`src/design/delayed_event_timer_queue_defines.svh`:
```
// ----------------------------------------------------------------------------
// delayed event timer queue assertion macros
// shared property wrappers, clocked on aclk and quiet during reset
// ----------------------------------------------------------------------------
`ifndef DELAYED_EVENT_TIMER_QUEUE_DEFINES_SVH
`define DELAYED_EVENT_TIMER_QUEUE_DEFINES_SVH

// same-cycle implication
`define DTQ_ASSERT_NOW(label, ante, cons, msg) \
    label: assert property (@(posedge aclk) disable iff (!aresetn) (ante) |-> (cons)) \
        else $error(msg);

// next-cycle implication
`define DTQ_ASSERT_NEXT(label, ante, cons, msg) \
    label: assert property (@(posedge aclk) disable iff (!aresetn) (ante) |=> (cons)) \
        else $error(msg);

`endif

```
`src/design/dtq_pkg.sv`:
```
// ----------------------------------------------------------------------------
// dtq_pkg
// types and codes shared by the timer queue controller and datapath
// ----------------------------------------------------------------------------
package dtq_pkg;

    localparam int TIME_W      = 32;
    localparam int EVENT_W     = 16;
    localparam int DELAY_W     = 24;
    localparam int MAX_RESULTS = 16;
    localparam int FIRE_CNT_W  = $clog2(MAX_RESULTS);

    localparam logic REQ_POST = 1'b0;
    localparam logic REQ_TICK = 1'b1;

    typedef enum logic [1:0] {
        STAT_ACCEPTED = 2'd0,
        STAT_DROPPED  = 2'd1,
        STAT_FIRED    = 2'd2,
        STAT_NOTHING  = 2'd3
    } status_t;

    typedef enum logic [1:0] {
        ST_IDLE,
        ST_POST,
        ST_TICK
    } state_t;

    // controller to datapath
    typedef struct packed {
        logic    load_post;   // latch event and due time of a post
        logic    advance;     // step the time counter
        logic    insert;      // sorted insert into the slot chain
        logic    pop;         // drop the head slot
        logic    out_load;    // load the result register
        status_t out_status;
        logic    out_last;
    } cmd_t;

    // datapath to controller
    typedef struct packed {
        logic full;
        logic head_due;
        logic next_due;
    } stat_t;

endpackage

```
`src/design/dtq_datapath.sv`:
```
// ----------------------------------------------------------------------------
// dtq_datapath
// time counter, sorted slot chain and result register
// ----------------------------------------------------------------------------
`include "delayed_event_timer_queue_defines.svh"

module dtq_datapath #(
    parameter int QUEUE_DEPTH = 16
) (
    input  logic                          aclk,
    input  logic                          aresetn,
    input  logic [dtq_pkg::EVENT_W-1:0]   in_event_id,
    input  logic [dtq_pkg::DELAY_W-1:0]   in_delay,
    input  dtq_pkg::cmd_t                 cmd,
    output dtq_pkg::stat_t                stat,
    output logic [1:0]                    out_status,
    output logic [dtq_pkg::EVENT_W-1:0]   out_event,
    output logic                          out_last
);
    import dtq_pkg::*;

    logic [TIME_W-1:0]  now_reg;
    logic [TIME_W-1:0]  due_reg;
    logic [EVENT_W-1:0] ev_reg;

    logic [TIME_W-1:0]  slot_due_reg   [QUEUE_DEPTH];
    logic [EVENT_W-1:0] slot_event_reg [QUEUE_DEPTH];
    logic [QUEUE_DEPTH-1:0] slot_valid_reg;

    logic [QUEUE_DEPTH-1:0] shift_w;
    logic [TIME_W-1:0]      head_gap;
    logic [TIME_W-1:0]      next_gap;

    logic [1:0]         out_status_reg;
    logic [EVENT_W-1:0] out_event_reg;
    logic               out_last_reg;

    // time counter and latched post
    always_ff @(posedge aclk) begin
        if (!aresetn) begin
            now_reg <= '0;
        end else if (cmd.advance) begin
            now_reg <= now_reg + TIME_W'(1);
        end
    end

    always_ff @(posedge aclk) begin
        if (cmd.load_post) begin
            ev_reg  <= in_event_id;
            due_reg <= now_reg + {{(TIME_W-DELAY_W){1'b0}}, in_delay};
        end
    end

    // one lane per slot: insert moves later entries up, pop moves all down
    for (genvar g = 0; g < QUEUE_DEPTH; g++) begin : g_lane
        logic [TIME_W-1:0]  gap;
        logic               prev_shift;
        logic               up_valid;
        logic [TIME_W-1:0]  ins_due;
        logic [EVENT_W-1:0] ins_event;
        logic [TIME_W-1:0]  dn_due;
        logic [EVENT_W-1:0] dn_event;
        logic               dn_valid;

        assign gap        = due_reg - slot_due_reg[g];
        // slot lies strictly after the new due time, or is free
        assign shift_w[g] = !slot_valid_reg[g] || gap[TIME_W-1];

        if (g == 0) begin : g_first
            assign prev_shift = 1'b0;
            assign up_valid   = 1'b1;
            assign ins_due    = due_reg;
            assign ins_event  = ev_reg;
        end else begin : g_rest
            assign prev_shift = shift_w[g-1];
            assign up_valid   = slot_valid_reg[g-1];
            assign ins_due    = prev_shift ? slot_due_reg[g-1] : due_reg;
            assign ins_event  = prev_shift ? slot_event_reg[g-1] : ev_reg;
        end

        if (g == QUEUE_DEPTH - 1) begin : g_tail
            assign dn_due   = slot_due_reg[g];
            assign dn_event = slot_event_reg[g];
            assign dn_valid = 1'b0;
        end else begin : g_body
            assign dn_due   = slot_due_reg[g+1];
            assign dn_event = slot_event_reg[g+1];
            assign dn_valid = slot_valid_reg[g+1];
        end

        always_ff @(posedge aclk) begin
            if (cmd.insert && shift_w[g]) begin
                slot_due_reg[g]   <= ins_due;
                slot_event_reg[g] <= ins_event;
            end else if (cmd.pop) begin
                slot_due_reg[g]   <= dn_due;
                slot_event_reg[g] <= dn_event;
            end
        end

        always_ff @(posedge aclk) begin
            if (!aresetn) begin
                slot_valid_reg[g] <= 1'b0;
            end else if (cmd.insert) begin
                slot_valid_reg[g] <= slot_valid_reg[g] | up_valid;
            end else if (cmd.pop) begin
                slot_valid_reg[g] <= dn_valid;
            end
        end
    end

    // due when now minus due time is zero or positive
    assign head_gap      = now_reg - slot_due_reg[0];
    assign next_gap      = now_reg - slot_due_reg[1];
    assign stat.full     = slot_valid_reg[QUEUE_DEPTH-1];
    assign stat.head_due = slot_valid_reg[0] && !head_gap[TIME_W-1];
    assign stat.next_due = slot_valid_reg[1] && !next_gap[TIME_W-1];

    // result register
    always_ff @(posedge aclk) begin
        if (cmd.out_load) begin
            out_status_reg <= cmd.out_status;
            out_event_reg  <= (cmd.out_status == STAT_FIRED) ? slot_event_reg[0] : '0;
            out_last_reg   <= cmd.out_last;
        end
    end

    assign out_status = out_status_reg;
    assign out_event  = out_event_reg;
    assign out_last   = out_last_reg;

    `DTQ_ASSERT_NEXT(a_insert_fills, cmd.insert, slot_valid_reg[0], "insert left store empty")
    `DTQ_ASSERT_NOW(a_valid_prefix, !slot_valid_reg[0], !slot_valid_reg[1], "valid slots not a prefix")
    `DTQ_ASSERT_NOW(a_pop_nonempty, cmd.pop, slot_valid_reg[0], "pop on an empty store")
    `DTQ_ASSERT_NOW(a_insert_room, cmd.insert, !slot_valid_reg[QUEUE_DEPTH-1], "insert into full store")

endmodule

```
`src/design/dtq_ctrl.sv`:
```
// ----------------------------------------------------------------------------
// dtq_ctrl
// transaction sequencing for posts and ticks, result valid and fire count
// ----------------------------------------------------------------------------
`include "delayed_event_timer_queue_defines.svh"

module dtq_ctrl (
    input  logic           aclk,
    input  logic           aresetn,
    input  logic           s_valid,
    input  logic           s_req_type,
    output logic           s_ready,
    output logic           m_valid,
    input  logic           m_ready,
    input  dtq_pkg::stat_t stat,
    output dtq_pkg::cmd_t  cmd
);
    import dtq_pkg::*;

    state_t                state_reg, state_next;
    logic                  m_valid_reg, m_valid_next;
    logic [FIRE_CNT_W-1:0] fire_cnt_reg, fire_cnt_next;
    logic                  out_free;
    logic                  at_limit;

    assign out_free = !m_valid_reg || m_ready;
    assign at_limit = (fire_cnt_reg == FIRE_CNT_W'(MAX_RESULTS - 1));
    // a waiting result does not block the next transaction from being taken
    assign s_ready  = (state_reg == ST_IDLE);
    assign m_valid  = m_valid_reg;

    always_ff @(posedge aclk) begin
        if (!aresetn) begin
            state_reg    <= ST_IDLE;
            m_valid_reg  <= 1'b0;
            fire_cnt_reg <= '0;
        end else begin
            state_reg    <= state_next;
            m_valid_reg  <= m_valid_next;
            fire_cnt_reg <= fire_cnt_next;
        end
    end

    always_comb begin
        state_next    = state_reg;
        fire_cnt_next = fire_cnt_reg;
        cmd           = '0;
        cmd.out_status = STAT_ACCEPTED;
        case (state_reg)
            ST_IDLE: begin
                if (s_valid && s_ready) begin
                    if (s_req_type == REQ_TICK) begin
                        cmd.advance   = 1'b1;
                        fire_cnt_next = '0;
                        state_next    = ST_TICK;
                    end else begin
                        cmd.load_post = 1'b1;
                        state_next    = ST_POST;
                    end
                end
            end
            ST_POST: begin
                if (out_free) begin
                    cmd.out_load   = 1'b1;
                    cmd.out_last   = 1'b1;
                    cmd.insert     = !stat.full;
                    cmd.out_status = stat.full ? STAT_DROPPED : STAT_ACCEPTED;
                    state_next     = ST_IDLE;
                end
            end
            ST_TICK: begin
                if (out_free) begin
                    cmd.out_load = 1'b1;
                    if (stat.head_due) begin
                        cmd.pop        = 1'b1;
                        cmd.out_status = STAT_FIRED;
                        cmd.out_last   = !stat.next_due || at_limit;
                        fire_cnt_next  = fire_cnt_reg + FIRE_CNT_W'(1);
                        if (cmd.out_last) begin
                            state_next = ST_IDLE;
                        end
                    end else begin
                        cmd.out_status = STAT_NOTHING;
                        cmd.out_last   = 1'b1;
                        state_next     = ST_IDLE;
                    end
                end
            end
            default: begin
                state_next = ST_IDLE;
            end
        endcase
    end

    always_comb begin
        if (cmd.out_load) begin
            m_valid_next = 1'b1;
        end else if (m_ready) begin
            m_valid_next = 1'b0;
        end else begin
            m_valid_next = m_valid_reg;
        end
    end

    `DTQ_ASSERT_NOW(a_pop_due, cmd.pop, stat.head_due, "popped an entry that is not due")
    `DTQ_ASSERT_NOW(a_limit_last, cmd.pop && at_limit, cmd.out_last, "fire limit without last")
    `DTQ_ASSERT_NOW(a_load_free, cmd.out_load, !m_valid_reg || m_ready, "result overwritten")
    `DTQ_ASSERT_NEXT(a_accept_busy, s_valid && s_ready, !s_ready, "second transaction taken")

endmodule

```
`src/design/delayed_event_timer_queue.sv`:
```
// ----------------------------------------------------------------------------
// delayed_event_timer_queue
// delayed-event scheduler with a sorted fixed-capacity store and a tick clock
// ----------------------------------------------------------------------------
// A post transaction (req_type 0) schedules event_id to fall due delay ticks
// after the current time and answers one result: accepted, or dropped when
// all QUEUE_DEPTH slots are in use. A tick transaction (req_type 1) advances
// the 32-bit wrapping time counter and then fires every stored event that is
// due, earliest first and in posting order among equal due times, at most 16
// per tick, with last on the final one; a tick with nothing due answers one
// "nothing due" result. A post latches the event and adds the due time,
// then does the sorted insert across the slot chain when the result
// register is free; a tick advances the counter, then pops the head of the
// chain into the single result register once a cycle while it is free.
// A new transaction is taken once the previous one has placed its last
// result, and the result register may still hold that result meanwhile.
// ----------------------------------------------------------------------------
module delayed_event_timer_queue #(
    parameter int QUEUE_DEPTH = 16
) (
    input  logic        aclk,
    input  logic        aresetn,
    // request channel
    input  logic        s_valid,
    output logic        s_ready,
    input  logic        s_req_type,
    input  logic [15:0] s_event_id,
    input  logic [23:0] s_delay,
    // result channel
    output logic        m_valid,
    input  logic        m_ready,
    output logic [1:0]  m_status,
    output logic [15:0] m_fired_event,
    output logic        m_last
);
    import dtq_pkg::*;

    // command and status between sequencer and datapath
    cmd_t  cmd;
    stat_t stat;

    // sequencer: idle, post insert, tick pop loop, result valid
    dtq_ctrl u_ctrl (
        .aclk       (aclk),
        .aresetn    (aresetn),
        .s_valid    (s_valid),
        .s_req_type (s_req_type),
        .s_ready    (s_ready),
        .m_valid    (m_valid),
        .m_ready    (m_ready),
        .stat       (stat),
        .cmd        (cmd)
    );

    // time counter, sorted slot chain, result register
    dtq_datapath #(
        .QUEUE_DEPTH (QUEUE_DEPTH)
    ) u_datapath (
        .aclk        (aclk),
        .aresetn     (aresetn),
        .in_event_id (s_event_id),
        .in_delay    (s_delay),
        .cmd         (cmd),
        .stat        (stat),
        .out_status  (m_status),
        .out_event   (m_fired_event),
        .out_last    (m_last)
    );

endmodule
```
`config.mk`:
```
export PLATFORM = sky130hd
export DESIGN_NAME = delayed_event_timer_queue
export DESIGN_NICKNAME = d
export VERILOG_FILES = /design/src/design/dtq_pkg.sv /design/src/design/dtq_datapath.sv /design/src/design/dtq_ctrl.sv /design/src/design/delayed_event_timer_queue.sv
export VERILOG_INCLUDE_DIRS = /design/src /design/src/design
export SDC_FILE = /design/constraint.sdc
export NUM_CORES = 2
export LEC_CHECK = 0
export BUFFER_PORTS_ARGS = -buffer_cell sky130_fd_sc_hd__buf_2
export CORE_UTILIZATION = 30
export DETAILED_ROUTE_END_ITERATION = 8
export SLEW_MARGIN = 5
export SYNTH_ARGS = -nofsm -noshare
export SYNTH_HDL_FRONTEND = slang
export SYNTH_HIERARCHICAL = 1
export SYNTH_SLANG_ARGS = --single-unit
export TNS_END_PERCENT = 5
```
`constraint.sdc`:
```
create_clock -name aclk -period 5.81 [get_ports aclk]
set_input_delay 1.162 -clock aclk [delete_from_list [all_inputs] [get_ports aclk]]
set_output_delay 1.162 -clock aclk [all_outputs]
set_load 0.03 [all_outputs]
```
==> qor.yml <==
final.period_utilization_pct: 86.0
final-setup-viol-count: 0
min_path_type: "flop to flop"
portBuffers: 65
clkSlewWorstSetupHoldPaths_ns: 0.06
core_um2: 193000
crit_top_cell: "o21ai_0"
r2r_start: "u_datapath/now_reg[1]"
synth_fp_nets: 6317
nets: 6343
arrival_ns: 5.42
hold_violations: 0
synth_area_leaders: "edfxtp_1 (43%), ha_1 (12%), mux2i_1 (10%)"
dp_cells: 8148
die_w_um: 443
maxSlewHeadroom_pct: 22.9
drt-vias-per-instance: 5.00
placementRows: 161
die_area_um2: 196000
finalMaxSlewViolations: 0
drive_gt1_share_pct: 9.83
rsz0062_at_grt: "no"
grt.total_usage_pct: 14.7
path_class: "flop to flop"
cts_tree: "yes"
setup_ws_ns: 0.815
finalWirelength_mm: 147
path_depth: 18
r2r_cells: 18
fp.dieH_um: 443
tightest_slew_ns: 1.15
postPlaceCellArea_um2: 62200
fmax_ghz: 0.200
final.min_clock_period_ns: 4.99
grt_pass1_wl_mm: 235
grt_max_degree: 97
cp.required_ns: 6.23
largest_reg_flops: 512
cp_slowest_stage_delay_ns: 0.55
ys_warn_count: 6
synth_cell_type_count: 80
reg2reg_slack_ns: 0.82
antenna_cells: 0
critPathMaxFanout: 64
cts.path.max_buffers: 3
synth_ff_type: "edfxtp_1"
start_util_pct: 30.3
netlist_area_um2: 58400
finalNonFillerCells: 8337
drc_errors: 0
clock_sinks: 890
avgSynthCellArea_um2: 10.2
synth-seq-cells: 890
whs_ns: 0.504
r2r_end: "u_datapath/slot_due_reg[0][152]"
ir_worst_vdd_uv: 262
p_leak_nw: 26.6
critPathBufInv: 2
synth-edff-count: 835
fillers: 19400
start_kind: "flop"
yosysTopAreaCell: "edfxtp_1"
htreeDepth: 3
io_pins: 66
critical-path-top-delay-family: "compound AO/OA/AOI/OAI gates"
vias: 41700
antenna_found_initial: 0
gr-total-overflow: 0
drtIter0Drc: 3148
pre_cts_ws_ns: 0.794
hold_buffers: 0
utilization_pct: 33.9
max_cap_violations: 0
cts-resized-gates: 0
root_buffer: "clkbuf_16"
design_area_um2: 65400
cts_setup_buffers: 0
detail_route.wl_per_cell_um: 17.6
grt_pass1_vias: 41300
seq_area_frac_synth_pct: 44.8
critPathLaunch: "u_datapath/now_reg[1]"
insertion_delay_ns: 0.70
skew_ns: 0.0300
syn_inst: 5702
critPathCapture: "u_datapath/slot_due_reg[0][152]"
drt_first_pass_iters: 6
synth_top_area_share_pct: 42.9
areaGrowthSynthToFinish_pct: 11.9
async_flop_share_pct: 0
finalSetupTns_ns: 0
drtAntennaViolNets: 0
power_mw: 17.2
dpl.hpwl_mm: 112
cp-end-kind: "flop"
p_per_area_nw_per_um2: 264
cts_made_buffers: 104
worstPathCellList: "ha_1 > a21o_1 > a21o_1 > a211o_1 > a21oi_1 > o21ai_0 > a2111oi_0 > xnor2_1 > nor2_1 > nand2_1 > nor2_4 > buf_4 > nand2_1 > or2_2 > o21ai_0 > a211o_2 > buf_12 > o21ai_0"
place.gp.congestion: 0.879
outcome: "finished, final reports clean"
critPathSlowestCell: "a2111oi_0"
worst min path at each step:
stage	from	end	slack, ns	cells after the start
after floorplan	u_ctrl/state_reg[1]	u_ctrl/state_reg[1]	0.45	2
after global placement	u_ctrl/state_reg[1]	u_ctrl/state_reg[1]	0.47	2
after detailed placement	u_ctrl/state_reg[1]	u_ctrl/state_reg[1]	0.50	2
after CTS	u_ctrl/state_reg[1]	u_ctrl/state_reg[1]	0.51	2
after global routing	u_ctrl/state_reg[1]	u_ctrl/state_reg[1]	0.53	2
final	u_ctrl/state_reg[1]	u_ctrl/state_reg[1]	0.50	2
kinds of logic after synthesis:
group | count (synthesis) | share of synthesized area, %
muxes | 750 | 13.3
buffers and inverters | 823 | 5.91
AOI/OAI and AO/OA | 1243 | 12.5
DFF | 890 | 44.8
xor gates and xnor gates | 75 | 1.12
adders and majority gates | 570 | 12.2
and+or+nand+nor | 1351 | 10.1
area by class of cell:
type	count	area [µm²]	area share, %
well taps	2526	3160	4.83
clock buffers	145	2840	4.34
clock inverters	44	354	0.542
inverters	525	1970	3.01
repair buffers	218	1700	2.60
multi-input cells	3989	29200	44.6
flip-flops and latches	890	26200	40.0
placed cells by master, fill, tap and decap left out, types with 19 or more instances in the layout:
cell       instances
clkbuf_16        106
inv_1            523
ha_1             569
and3_1            19
xor2_1            23
clkbuf_1          35
and2_1            44
nand2_1          659
nand2b_1          33
mux2_1            31
buf_4            135
o21ai_0          325
mux2i_1          574
o21ai_1          114
nand4_1           83
nor2b_1           28
buf_2             65
a21oi_1          389
edfxtp_1         835
nor2_1           334
mux2_4            19
nand3_1           69
a31oi_1          112
dfxtp_1           55
mux2_2           116
a21o_1           131
xnor2_1           52
Yosys cell counts (44+ instances only):
library cell / count
a21o_1: 137
a21oi_1: 390
a31oi_1: 112
and2_1: 44
buf_2: 88
clkbuf_1: 155
dfxtp_1: 55
edfxtp_1: 835
ha_1: 569
inv_1: 524
mux2_2: 116
mux2i_1: 582
nand2_1: 659
nand3_1: 70
nand4_1: 83
nor2_1: 338
o21ai_0: 325
o21ai_1: 117
xnor2_1: 52
worst register-to-register path, stage by stage (launching register included):
cell	delay [ns]
dfxtp_1	0.47
ha_1	0.29
a21o_1	0.15
a21o_1	0.17
a211o_1	0.29
a21oi_1	0.18
o21ai_0	0.18
a2111oi_0	0.55
xnor2_1	0.13
nor2_1	0.19
nand2_1	0.14
nor2_4	0.29
buf_4	0.26
nand2_1	0.08
or2_2	0.29
o21ai_0	0.16
a211o_2	0.44
buf_12	0.29
o21ai_0	0.17
power breakdown:
part           total, mW  internal [mW]  switching (mW)
Sequential          8.23           7.77           0.461
Clock               6.23           3.54            2.69
Combinational       2.78           1.16            1.63
Total               17.2           12.5            4.77
per-layer routing:
metal	vias up	GRT usage [%]	routed length [µm]
met5	-	0	0
met4	0	4.39	3640
met3	191	1.53	6590
met2	925	22.8	64300
met1	20000	21.5	72600
li1	20600	-	-
Power figures use the tool's default switching activity.
